## src/rtl/sie_pkg.sv

```systemverilog
`timescale 1ns / 1ps
`default_nettype none
package sie_pkg;

   localparam int DEPTH_DEF = 1024;
   localparam int POS_W     = 11;
   localparam int VAL_W     = 32;
   localparam int FILL_W    = 11;
   localparam int CAP_W     = 12;

   localparam logic [1:0] CMD_INSERT = 2'd0;
   localparam logic [1:0] CMD_ERASE  = 2'd1;
   localparam logic [1:0] CMD_GET    = 2'd2;
   localparam logic [1:0] CMD_SET    = 2'd3;

   localparam logic [1:0] ST_OK    = 2'd0;
   localparam logic [1:0] ST_RANGE = 2'd1;
   localparam logic [1:0] ST_FULL  = 2'd2;

   typedef struct packed {
      logic [1:0]              cmd;
      logic [POS_W-1:0]        position;
      logic signed [VAL_W-1:0] item_value;
      logic [POS_W-1:0]        erase_count;
   } req_type;

   typedef struct packed {
      logic signed [VAL_W-1:0] read_value;
      logic [FILL_W-1:0]       fill_count;
      logic [CAP_W-1:0]        capacity_model;
      logic [1:0]              status;
   } rsp_type;

endpackage
`default_nettype wire

```

## src/rtl/sie_ctrl.sv

```systemverilog
`timescale 1ns / 1ps
`default_nettype none
module sie_ctrl #(
   parameter int DEPTH = sie_pkg::DEPTH_DEF,
   parameter int AW    = $clog2(DEPTH)
) (
   input  wire logic                             clock,
   input  wire logic                             reset,
   input  wire logic                             req_valid,
   output logic                                  req_ready,
   input  wire sie_pkg::req_type                 req_data,
   output logic                                  rsp_valid,
   input  wire logic                             rsp_ready,
   output sie_pkg::rsp_type                      rsp_data,
   output logic                                  rd_en,
   output logic [AW-1:0]                         rd_addr,
   input  wire logic signed [sie_pkg::VAL_W-1:0] rd_data,
   output logic                                  wr_en,
   output logic [AW-1:0]                         wr_addr,
   output logic signed [sie_pkg::VAL_W-1:0]      wr_data
);

   localparam int CW = $clog2(DEPTH + 1);
   localparam int KW = CW + 1;
   localparam int EW = ((CW > sie_pkg::POS_W) ? CW : sie_pkg::POS_W) + 1;

   localparam logic [2:0] S_IDLE     = 3'd0;
   localparam logic [2:0] S_DECODE   = 3'd1;
   localparam logic [2:0] S_SHIFT_UP = 3'd2;
   localparam logic [2:0] S_INS_WR   = 3'd3;
   localparam logic [2:0] S_SHIFT_DN = 3'd4;
   localparam logic [2:0] S_GET_WAIT = 3'd5;
   localparam logic [2:0] S_DONE     = 3'd6;

   logic [2:0]                       state_ff, state_in;
   logic [CW-1:0]                    count_ff, count_in;
   logic [KW-1:0]                    cap_ff, cap_in;
   logic                             rsp_valid_ff, rsp_valid_in;
   logic [AW-1:0]                    ptr_ff, ptr_in;
   logic [1:0]                       status_ff, status_in;
   logic signed [sie_pkg::VAL_W-1:0] read_ff, read_in;
   sie_pkg::req_type                 req_ff, req_in;
   sie_pkg::rsp_type                 rsp_ff, rsp_in;

   logic [EW-1:0] pos_e, cnt_e, cnt_end, count_e, count_m1, count_p1, ptr_e;
   logic [EW-1:0] ptr_p1, ptr_m1, ptr_dn, count_dn, cap_e;
   logic          rsp_free;

   always_comb begin
      pos_e    = EW'(req_ff.position);
      cnt_e    = EW'(req_ff.erase_count);
      cnt_end  = pos_e + cnt_e;
      count_e  = EW'(count_ff);
      count_m1 = count_e - EW'(1);
      count_p1 = count_e + EW'(1);
      count_dn = count_e - cnt_e;
      ptr_e    = EW'(ptr_ff);
      ptr_p1   = ptr_e + EW'(1);
      ptr_m1   = ptr_e - EW'(1);
      ptr_dn   = ptr_e - cnt_e;
      cap_e    = EW'(cap_ff);
      rsp_free = !rsp_valid_ff || rsp_ready;
   end

   always_comb begin
      state_in     = state_ff;
      count_in     = count_ff;
      cap_in       = cap_ff;
      ptr_in       = ptr_ff;
      status_in    = status_ff;
      read_in      = read_ff;
      req_in       = req_ff;
      rsp_in       = rsp_ff;
      rsp_valid_in = rsp_valid_ff;
      rd_en        = 1'b0;
      rd_addr      = '0;
      wr_en        = 1'b0;
      wr_addr      = '0;
      wr_data      = rd_data;
      if (rsp_valid_ff && rsp_ready) begin
         rsp_valid_in = 1'b0;
      end
      case (state_ff)
         S_IDLE: begin
            if (req_valid) begin
               req_in    = req_data;
               status_in = sie_pkg::ST_OK;
               read_in   = '0;
               state_in  = S_DECODE;
            end
         end
         S_DECODE: begin
            state_in = S_DONE;
            case (req_ff.cmd)
               sie_pkg::CMD_INSERT: begin
                  if (pos_e > count_e) begin
                     status_in = sie_pkg::ST_RANGE;
                  end else if (count_e == EW'(DEPTH)) begin
                     status_in = sie_pkg::ST_FULL;
                  end else if (pos_e == count_e) begin
                     state_in = S_INS_WR;
                  end else begin
                     rd_en    = 1'b1;
                     rd_addr  = count_m1[AW-1:0];
                     ptr_in   = count_m1[AW-1:0];
                     state_in = S_SHIFT_UP;
                  end
               end
               sie_pkg::CMD_ERASE: begin
                  if (cnt_end > count_e) begin
                     status_in = sie_pkg::ST_RANGE;
                  end else if (cnt_e == '0 || cnt_end == count_e) begin
                     count_in = count_dn[CW-1:0];
                  end else begin
                     rd_en    = 1'b1;
                     rd_addr  = cnt_end[AW-1:0];
                     ptr_in   = cnt_end[AW-1:0];
                     state_in = S_SHIFT_DN;
                  end
               end
               sie_pkg::CMD_GET: begin
                  if (pos_e >= count_e) begin
                     status_in = sie_pkg::ST_RANGE;
                  end else begin
                     rd_en    = 1'b1;
                     rd_addr  = pos_e[AW-1:0];
                     state_in = S_GET_WAIT;
                  end
               end
               default: begin
                  if (pos_e >= count_e) begin
                     status_in = sie_pkg::ST_RANGE;
                  end else begin
                     wr_en   = 1'b1;
                     wr_addr = pos_e[AW-1:0];
                     wr_data = req_ff.item_value;
                  end
               end
            endcase
         end
         S_SHIFT_UP: begin
            wr_en   = 1'b1;
            wr_addr = ptr_p1[AW-1:0];
            if (ptr_e == pos_e) begin
               state_in = S_INS_WR;
            end else begin
               rd_en   = 1'b1;
               rd_addr = ptr_m1[AW-1:0];
               ptr_in  = ptr_m1[AW-1:0];
            end
         end
         S_INS_WR: begin
            wr_en    = 1'b1;
            wr_addr  = pos_e[AW-1:0];
            wr_data  = req_ff.item_value;
            count_in = count_p1[CW-1:0];
            if (cap_e == count_p1) begin
               cap_in = cap_ff << 1;
            end
            state_in = S_DONE;
         end
         S_SHIFT_DN: begin
            wr_en   = 1'b1;
            wr_addr = ptr_dn[AW-1:0];
            if (ptr_e == count_m1) begin
               count_in = count_dn[CW-1:0];
               state_in = S_DONE;
            end else begin
               rd_en   = 1'b1;
               rd_addr = ptr_p1[AW-1:0];
               ptr_in  = ptr_p1[AW-1:0];
            end
         end
         S_GET_WAIT: begin
            read_in  = rd_data;
            state_in = S_DONE;
         end
         S_DONE: begin
            if (rsp_free) begin
               rsp_in.read_value     = read_ff;
               rsp_in.fill_count     = count_e[sie_pkg::FILL_W-1:0];
               rsp_in.capacity_model = cap_e[sie_pkg::CAP_W-1:0];
               rsp_in.status         = status_ff;
               rsp_valid_in          = 1'b1;
               state_in              = S_IDLE;
            end
         end
         default: begin
            state_in = S_IDLE;
         end
      endcase
   end

   always_ff @(posedge clock) begin
      if (reset) begin
         state_ff     <= S_IDLE;
         count_ff     <= '0;
         cap_ff       <= KW'(1);
         rsp_valid_ff <= 1'b0;
      end else begin
         state_ff     <= state_in;
         count_ff     <= count_in;
         cap_ff       <= cap_in;
         rsp_valid_ff <= rsp_valid_in;
      end
   end

   always_ff @(posedge clock) begin
      ptr_ff    <= ptr_in;
      status_ff <= status_in;
      read_ff   <= read_in;
      req_ff    <= req_in;
      rsp_ff    <= rsp_in;
   end

   assign req_ready = (state_ff == S_IDLE);
   assign rsp_valid = rsp_valid_ff;
   assign rsp_data  = rsp_ff;

endmodule
`default_nettype wire

```

## config.mk

```make
export PLATFORM = sky130hd
export DESIGN_NAME = sie_ctrl
export DESIGN_NICKNAME = d
export VERILOG_FILES = /design/src/rtl/sie_pkg.sv /design/src/rtl/sie_ctrl.sv
export SDC_FILE = /design/constraint.sdc
export NUM_CORES = 1
export LEC_CHECK = 0
export BUFFER_PORTS_ARGS = -buffer_cell sky130_fd_sc_hd__clkbuf_2
export CAP_MARGIN = 20
export CELL_PAD_IN_SITES_DETAIL_PLACEMENT = 0
export CELL_PAD_IN_SITES_GLOBAL_PLACEMENT = 1
export CORE_MARGIN = 2
export CORE_UTILIZATION = 48
export DETAILED_ROUTE_END_ITERATION = 12
export PLACE_DENSITY = 0.9
export SETUP_SLACK_MARGIN = 0.2
export SYNTH_ARGS = -nofsm -noshare
export SYNTH_HDL_FRONTEND = slang
export SYNTH_SLANG_ARGS = --single-unit
```

## constraint.sdc

```tcl
create_clock -name clock -period 11.7 [get_ports clock]
set_input_delay 1.755 -clock clock [delete_from_list [all_inputs] [get_ports clock]]
set_output_delay 1.755 -clock clock [all_outputs]
set_load 0.02 [all_outputs]
```

# Yosys cells after proc, flatten, opt, wreduce, memory -nomap -nowiden
# Index checks and enable logic that the tools add are counted.
[op_classes]
n_addsub = 7
magnitude_cmp = 3
eq_ne = 32
n_mux = 65
reduce_logical = 22
[ops]
columns = ["cell", "count"]
rows = [
  ["2-to-1 mux 10 bit", 16],
  ["case mux 32 bit (2 select lines)", 2],
  ["2-to-1 mux 32 bit", 3],
  ["case mux 10 bit (3 select lines)", 3],
  ["2-to-1 mux 11 bit", 4],
  ["case mux 10 bit (4 select lines)", 1],
  ["case mux 11 bit (3 select lines)", 1],
  ["!= test 3 bit, second input constant", 7],
  ["case mux 10 bit (2 select lines)", 1],
  ["2-to-1 mux 3 bit", 6],
  ["!= test 2 bit, second input constant", 9],
  ["case mux 3 bit (6 select lines)", 1],
  ["2-to-1 mux 2 bit", 8],
  ["2-to-1 mux 1 bit", 13],
  ["adder 11 x 1 -> 12 bit, second input constant", 1],
  ["adder 11 x 11 -> 12 bit", 1],
  ["== test 10 x 12 -> 1 bit", 1],
  ["== test 12 x 11 -> 1 bit", 1],
  ["== test 12 bit", 1],
  ["greater-than comparator 12 x 11 -> 1 bit", 1],
  ["zero test 12 bit", 1],
  ["subtractor 11 x 1 -> 12 bit, second input constant", 1],
  ["== test 10 x 11 -> 1 bit", 1],
  ["== test 11 bit", 1],
  ["30 further kinds", 44],
]
[word_totals]
reg_bits = 184
input_bits = 92
out_inout_bits = 113
elab_cells = 144

# Longest topological paths before layout
[depth]
ltp_word = 7
mapped_depth = 20

# Worst setup path before layout
# Ideal clock, no wire load.
[synth_timing]
path_kind = "register to output"
start = "register req_ff (netlist bit pos_e[1])"
end = "output rd_addr[4]"
arrival_time_ns = 3.945
t_required_ns = 9.945
slack_ns = 6.000
stages_incl_launch_ff = 17
n_path_buf = 1
cell_sequence = "edfxtp_1 > ha_1 > a211oi_1 > nor3_1 > a2111oi_2 > o21bai_1 > a21oi_1 > xnor2_1 > ha_1 > and3_1 > nand4_1 > nand4_1 > nor3_1 > and3_1 > clkbuf_1 > a221oi_1 > o21ai_0"
[synth_between]
elab_chain_cells = 7
elab_cells_between_ends = 17
[synth_lines]
columns = ["item", "line", "source"]
rows = [
  ["from (decl)", "sie_ctrl.sv:42", "sie_pkg::req_type req_ff, req_in;"],
  ["from (signal assigned)", "sie_ctrl.sv:212", "req_ff <= req_in;"],
  ["parallel branches: the longest is 6 deep, another holds adder 11 x 11 -> 12 bit", "n/a", ""],
  ["case mux 10 bit (3 select lines) (*)", "sie_ctrl.sv:83", "case (state_ff)"],
  ["to (decl)", "sie_ctrl.sv:16", "output logic [AW-1:0] rd_addr,"],
]
# Mark *: on every way between the ends.

# Final worst setup path
[layout_timing]
start = "register req_ff (netlist bit cnt_e[1])"
end = "output rd_addr[7]"
[layout_between]
elab_chain_cells = 7
elab_cells_between_ends = 9
[layout_lines]
columns = ["item", "line", "source"]
rows = [
  ["parallel branches: the longest is 4 deep, another holds adder 11 x 11 -> 12 bit", "n/a", ""],
  ["2-to-1 mux 10 bit (*)", "sie_ctrl.sv:110", "if (cnt_end > count_e) begin"],
  ["case mux 10 bit (3 select lines) (*)", "sie_ctrl.sv:94", "case (req_ff.cmd)"],
  ["case mux 10 bit (3 select lines) (*)", "sie_ctrl.sv:83", ""],
]
# Marked as above.

==> results.md <==
- Final min period: 6822 ps
- Hold Buf Count CTS: 0
- Hold depth: 0
- Die area: 23810 sq um
- Synthesized area per cell: 11.20 sq um
- Std-Cell Rows: 54
- Maximum vdd drop: 0.0001517 V
- Cts bufs inserted: 17
- Worst hold path type: flop to flop
- Worst R2R End: count_ff[9]
- CP peak stage delay: 530 ps
- Crit path arrival time: 5070 ps
- CTS Buffer Depth: 2
- Crit-path cells: ha_1 -> a211oi_1 -> nor3_1 -> a2111oi_2 -> o21bai_1 -> a21oi_1 -> xnor2_1 -> ha_1 -> and3_1 -> nand4_1 -> nand4_1 -> nor3_1 -> and3_1 -> a222oi_1 -> o22a_1 -> o21ai_1 -> clkbuf_2
- Final hold viol count: 0
- Ant diodes: 0
- Flops & latches, synth: 184
- Mapped Cells: 968
- Final Skew: 12.16 ps
- Post-synth EDFFs: 157
- Core Region: 22030 sq um
- Share of layout cells above drive strength 1: 25.95%
- Initial DRC Count: 714
- Remaining DRCs: 0
- Worst r2r path cells: 16
- CTS tree: built
- Initial antenna violation count: 1
- Total power: 3.382 mW
- Crit path launch type: flop
- Worst path slowest cell: edfxtp_1
- Hold wc startpoint: read_ff[31]
- Worst slew pin tran: 971.9 ps
- GRT Residual Overflow: 0
- Cell-internal power: 1.882 mW
- Number of routed nets with antenna violations: 0
- Max-Cap Viols: 0
- Power Density: 269.9 nW/um^2
- Syn_nets: 1124
- Setup WS post-layout: 4878 ps
- Global placement routability congestion: 0.9865
- Clock Power Share: 17.7%
- PostCTS Resize Cnt: 0
- Nets: 1299
- Drt pass-1 iters: 6
- Yosys top cell by area: edfxtp_1
- Pleak: 5.058 nW
- Worst min-delay path endpoint: rsp_data[56]
- CP Capture Type: output port
- Worst-Skew Late Latency: 440 ps
- Yosys cell types: 81
- Clock root buffer: clkbuf_16
- Total track usage: 25.22%
- Setup Crit Path Kind: flop to output port
- DR vias: 8543
- RSZ-0062 raised after global routing: no
- DP HPWL: 22.85 mm
- First-pass GRT wire length: 46.09 mm
- Final-report setup violation count: 0
- Register area share after synthesis: 48.47%
- Sw frac: 44.36%
- Post-Syn Area: 10840 sq um
- Clk sink count: 184
- I/O Buffers: 204
- Area grow syn2layout: 15.58%
- Final cycle utilization of the critical path: 58.31%
- DR WL/cell: 21.05 microns
- Fin util: 56.90%
- Top-count cell post-synth: edfxtp_1
- Fraction of registers with async set/reset: 0%
- Synth warn: 0
- Via density: 5.949
- H-Tree Depth: 4
- Max-slew violation count: 0
- WL final: 30.23 mm
- Normalized max-slew margin: 34.97%
- CP Data Required Time: 9950 ps
- Vias in the first global route: 8074
- R2R setup slack: 6950 ps
- Flop pwr share: 32.6%
- Worst r2r src: cnt_e[1]
- Most frequent cells after synthesis: edfxtp_1, nor2_1, ha_1
- Max Clk Rate: 0.1466 GHz
- Filler Cell Count: 1898
- Most area-consuming cells after synthesis: edfxtp_1, ha_1, dfxtp_1
- Largest net degree at the start of global routing: 47
- Synth Flop Type: edfxtp_1
- Smallest hold slack: 410.8 ps
- Post-CTS setup buffers: 0
- Logic pwr share: 49.7%
- Top cell type's share of synthesized area: 43.48%
- # IOs: 205
- Starting Density: 49.23%
- Die Span X: 154.3 microns
- Switching pwr: 1.500 mW
- Die H: 154.3 microns
- Setup TNS: 0 ps
- Status: completed
- Reg clk slew, reported paths: 80 ps
- Setup Slack @ Placement: 5365 ps
- Critical path peak fanout: 8
==> through the flow <==
| step | instance area [sq um] | std cells |
|---|---|---|
| detailed placement | 11910 | 1404 |
| floorplan | 10840 | 968 |
| CTS | 12530 | 1436 |
| global route | 12530 | 1436 |
| global placement | 11910 | 1404 |
| finish | 12530 | 1436 |
==> cell families (layout without fill, tap and decap cells) <==
logic type	Yosys count	count (layout)	synth area share, %
buffers and inverters	103	291	5.135
AND/OR/NAND/NOR	284	284	13.86
multiplexers	46	46	4.616
adder cells (fa/ha/maj)	64	64	7.593
AO/OA/AOI/OAI	204	204	13.37
flip-flops	184	184	48.47
XOR/XNOR	83	83	6.958
==> power groups by stage <==
stage	clock, mW	sequential [mW]	combinational (mW)
floorplan	0	1.00	1.31
global placement	0	1.10	1.63
detailed placement	0	1.11	1.64
CTS	0.610	1.10	1.65
global route	0.635	1.12	1.84
finish	0.599	1.10	1.68
==> state kept, by name, indices dropped and copies added, names as in the netlist <==
signal     cells
cap_e         12
state_ff       3
count_ff      11
pos_e         11
cnt_e         11
rsp_data      57
read_ff       32
req_ff        34
rsp_valid      1
ptr_ff        10
status_ff      2
==> area by class of cell <==
type / count / area (sq um) / share of cell area (%)
Sequential cell: 184 / 5255 / 41.93
Inverter: 47 / 176.4 / 1.408
Clock inverter: 15 / 201.4 / 1.607
Multi-Input combinational cell: 681 / 5042 / 40.24
Clock buffer: 17 / 425.4 / 3.395
Timing Repair Buffer: 212 / 1081 / 8.626
Tap cell: 280 / 350.3 / 2.796
==> worst max-delay path by stage <==
stage                     startpoint         end  slack (ps)  cells past startpoint
final                       cnt_e[1]  rd_addr[7]        4880                     17
after global routing        cnt_e[1]  rd_addr[7]        4530                     17
after CTS                   cnt_e[1]  rd_addr[7]        4890                     17
after detailed placement    cnt_e[1]  rd_addr[7]        5360                     17
after global placement      cnt_e[1]  rd_addr[7]        5470                     17
after floorplan             pos_e[1]  rd_addr[4]        6000                     16
==> routing by layer <==
metal / vias up / global-route usage (%) / wire, microns
li1: 3986 / - / -
met1: 4089 / 34.92 / 12850
met2: 403 / 40.04 / 14210
met3: 63 / 4.175 / 2274
met4: 2 / 9.656 / 878
met5: - / 0 / 17
==> worst max-delay path: cells and delay by family (launching register included) <==
kind / cells / cell delay [ps]
AO/OA/AOI/OAI: 7 / 1750
AND/OR/NAND/NOR: 6 / 1280
adder cells (fa/ha/maj): 2 / 650
XOR/XNOR: 1 / 210
flip-flops: 1 / 530
buffers and inverters: 1 / 210
==> placed cells by master (no fill, tap or decap), types with 17 or more instances in the layout <==
cell type and count:
edfxtp_1 157, mux2_2 29, nor3_1 27, nand3_1 19
o21ai_0 37, and3_1 45, inv_1 45, ha_1 61
clkbuf_16 17, clkbuf_2 204, a21oi_1 44, dfxtp_1 27
xnor2_1 52, xor2_1 29, nor2_1 65, nand2_1 47
Note: power is estimated with default switching activity, not from simulation.
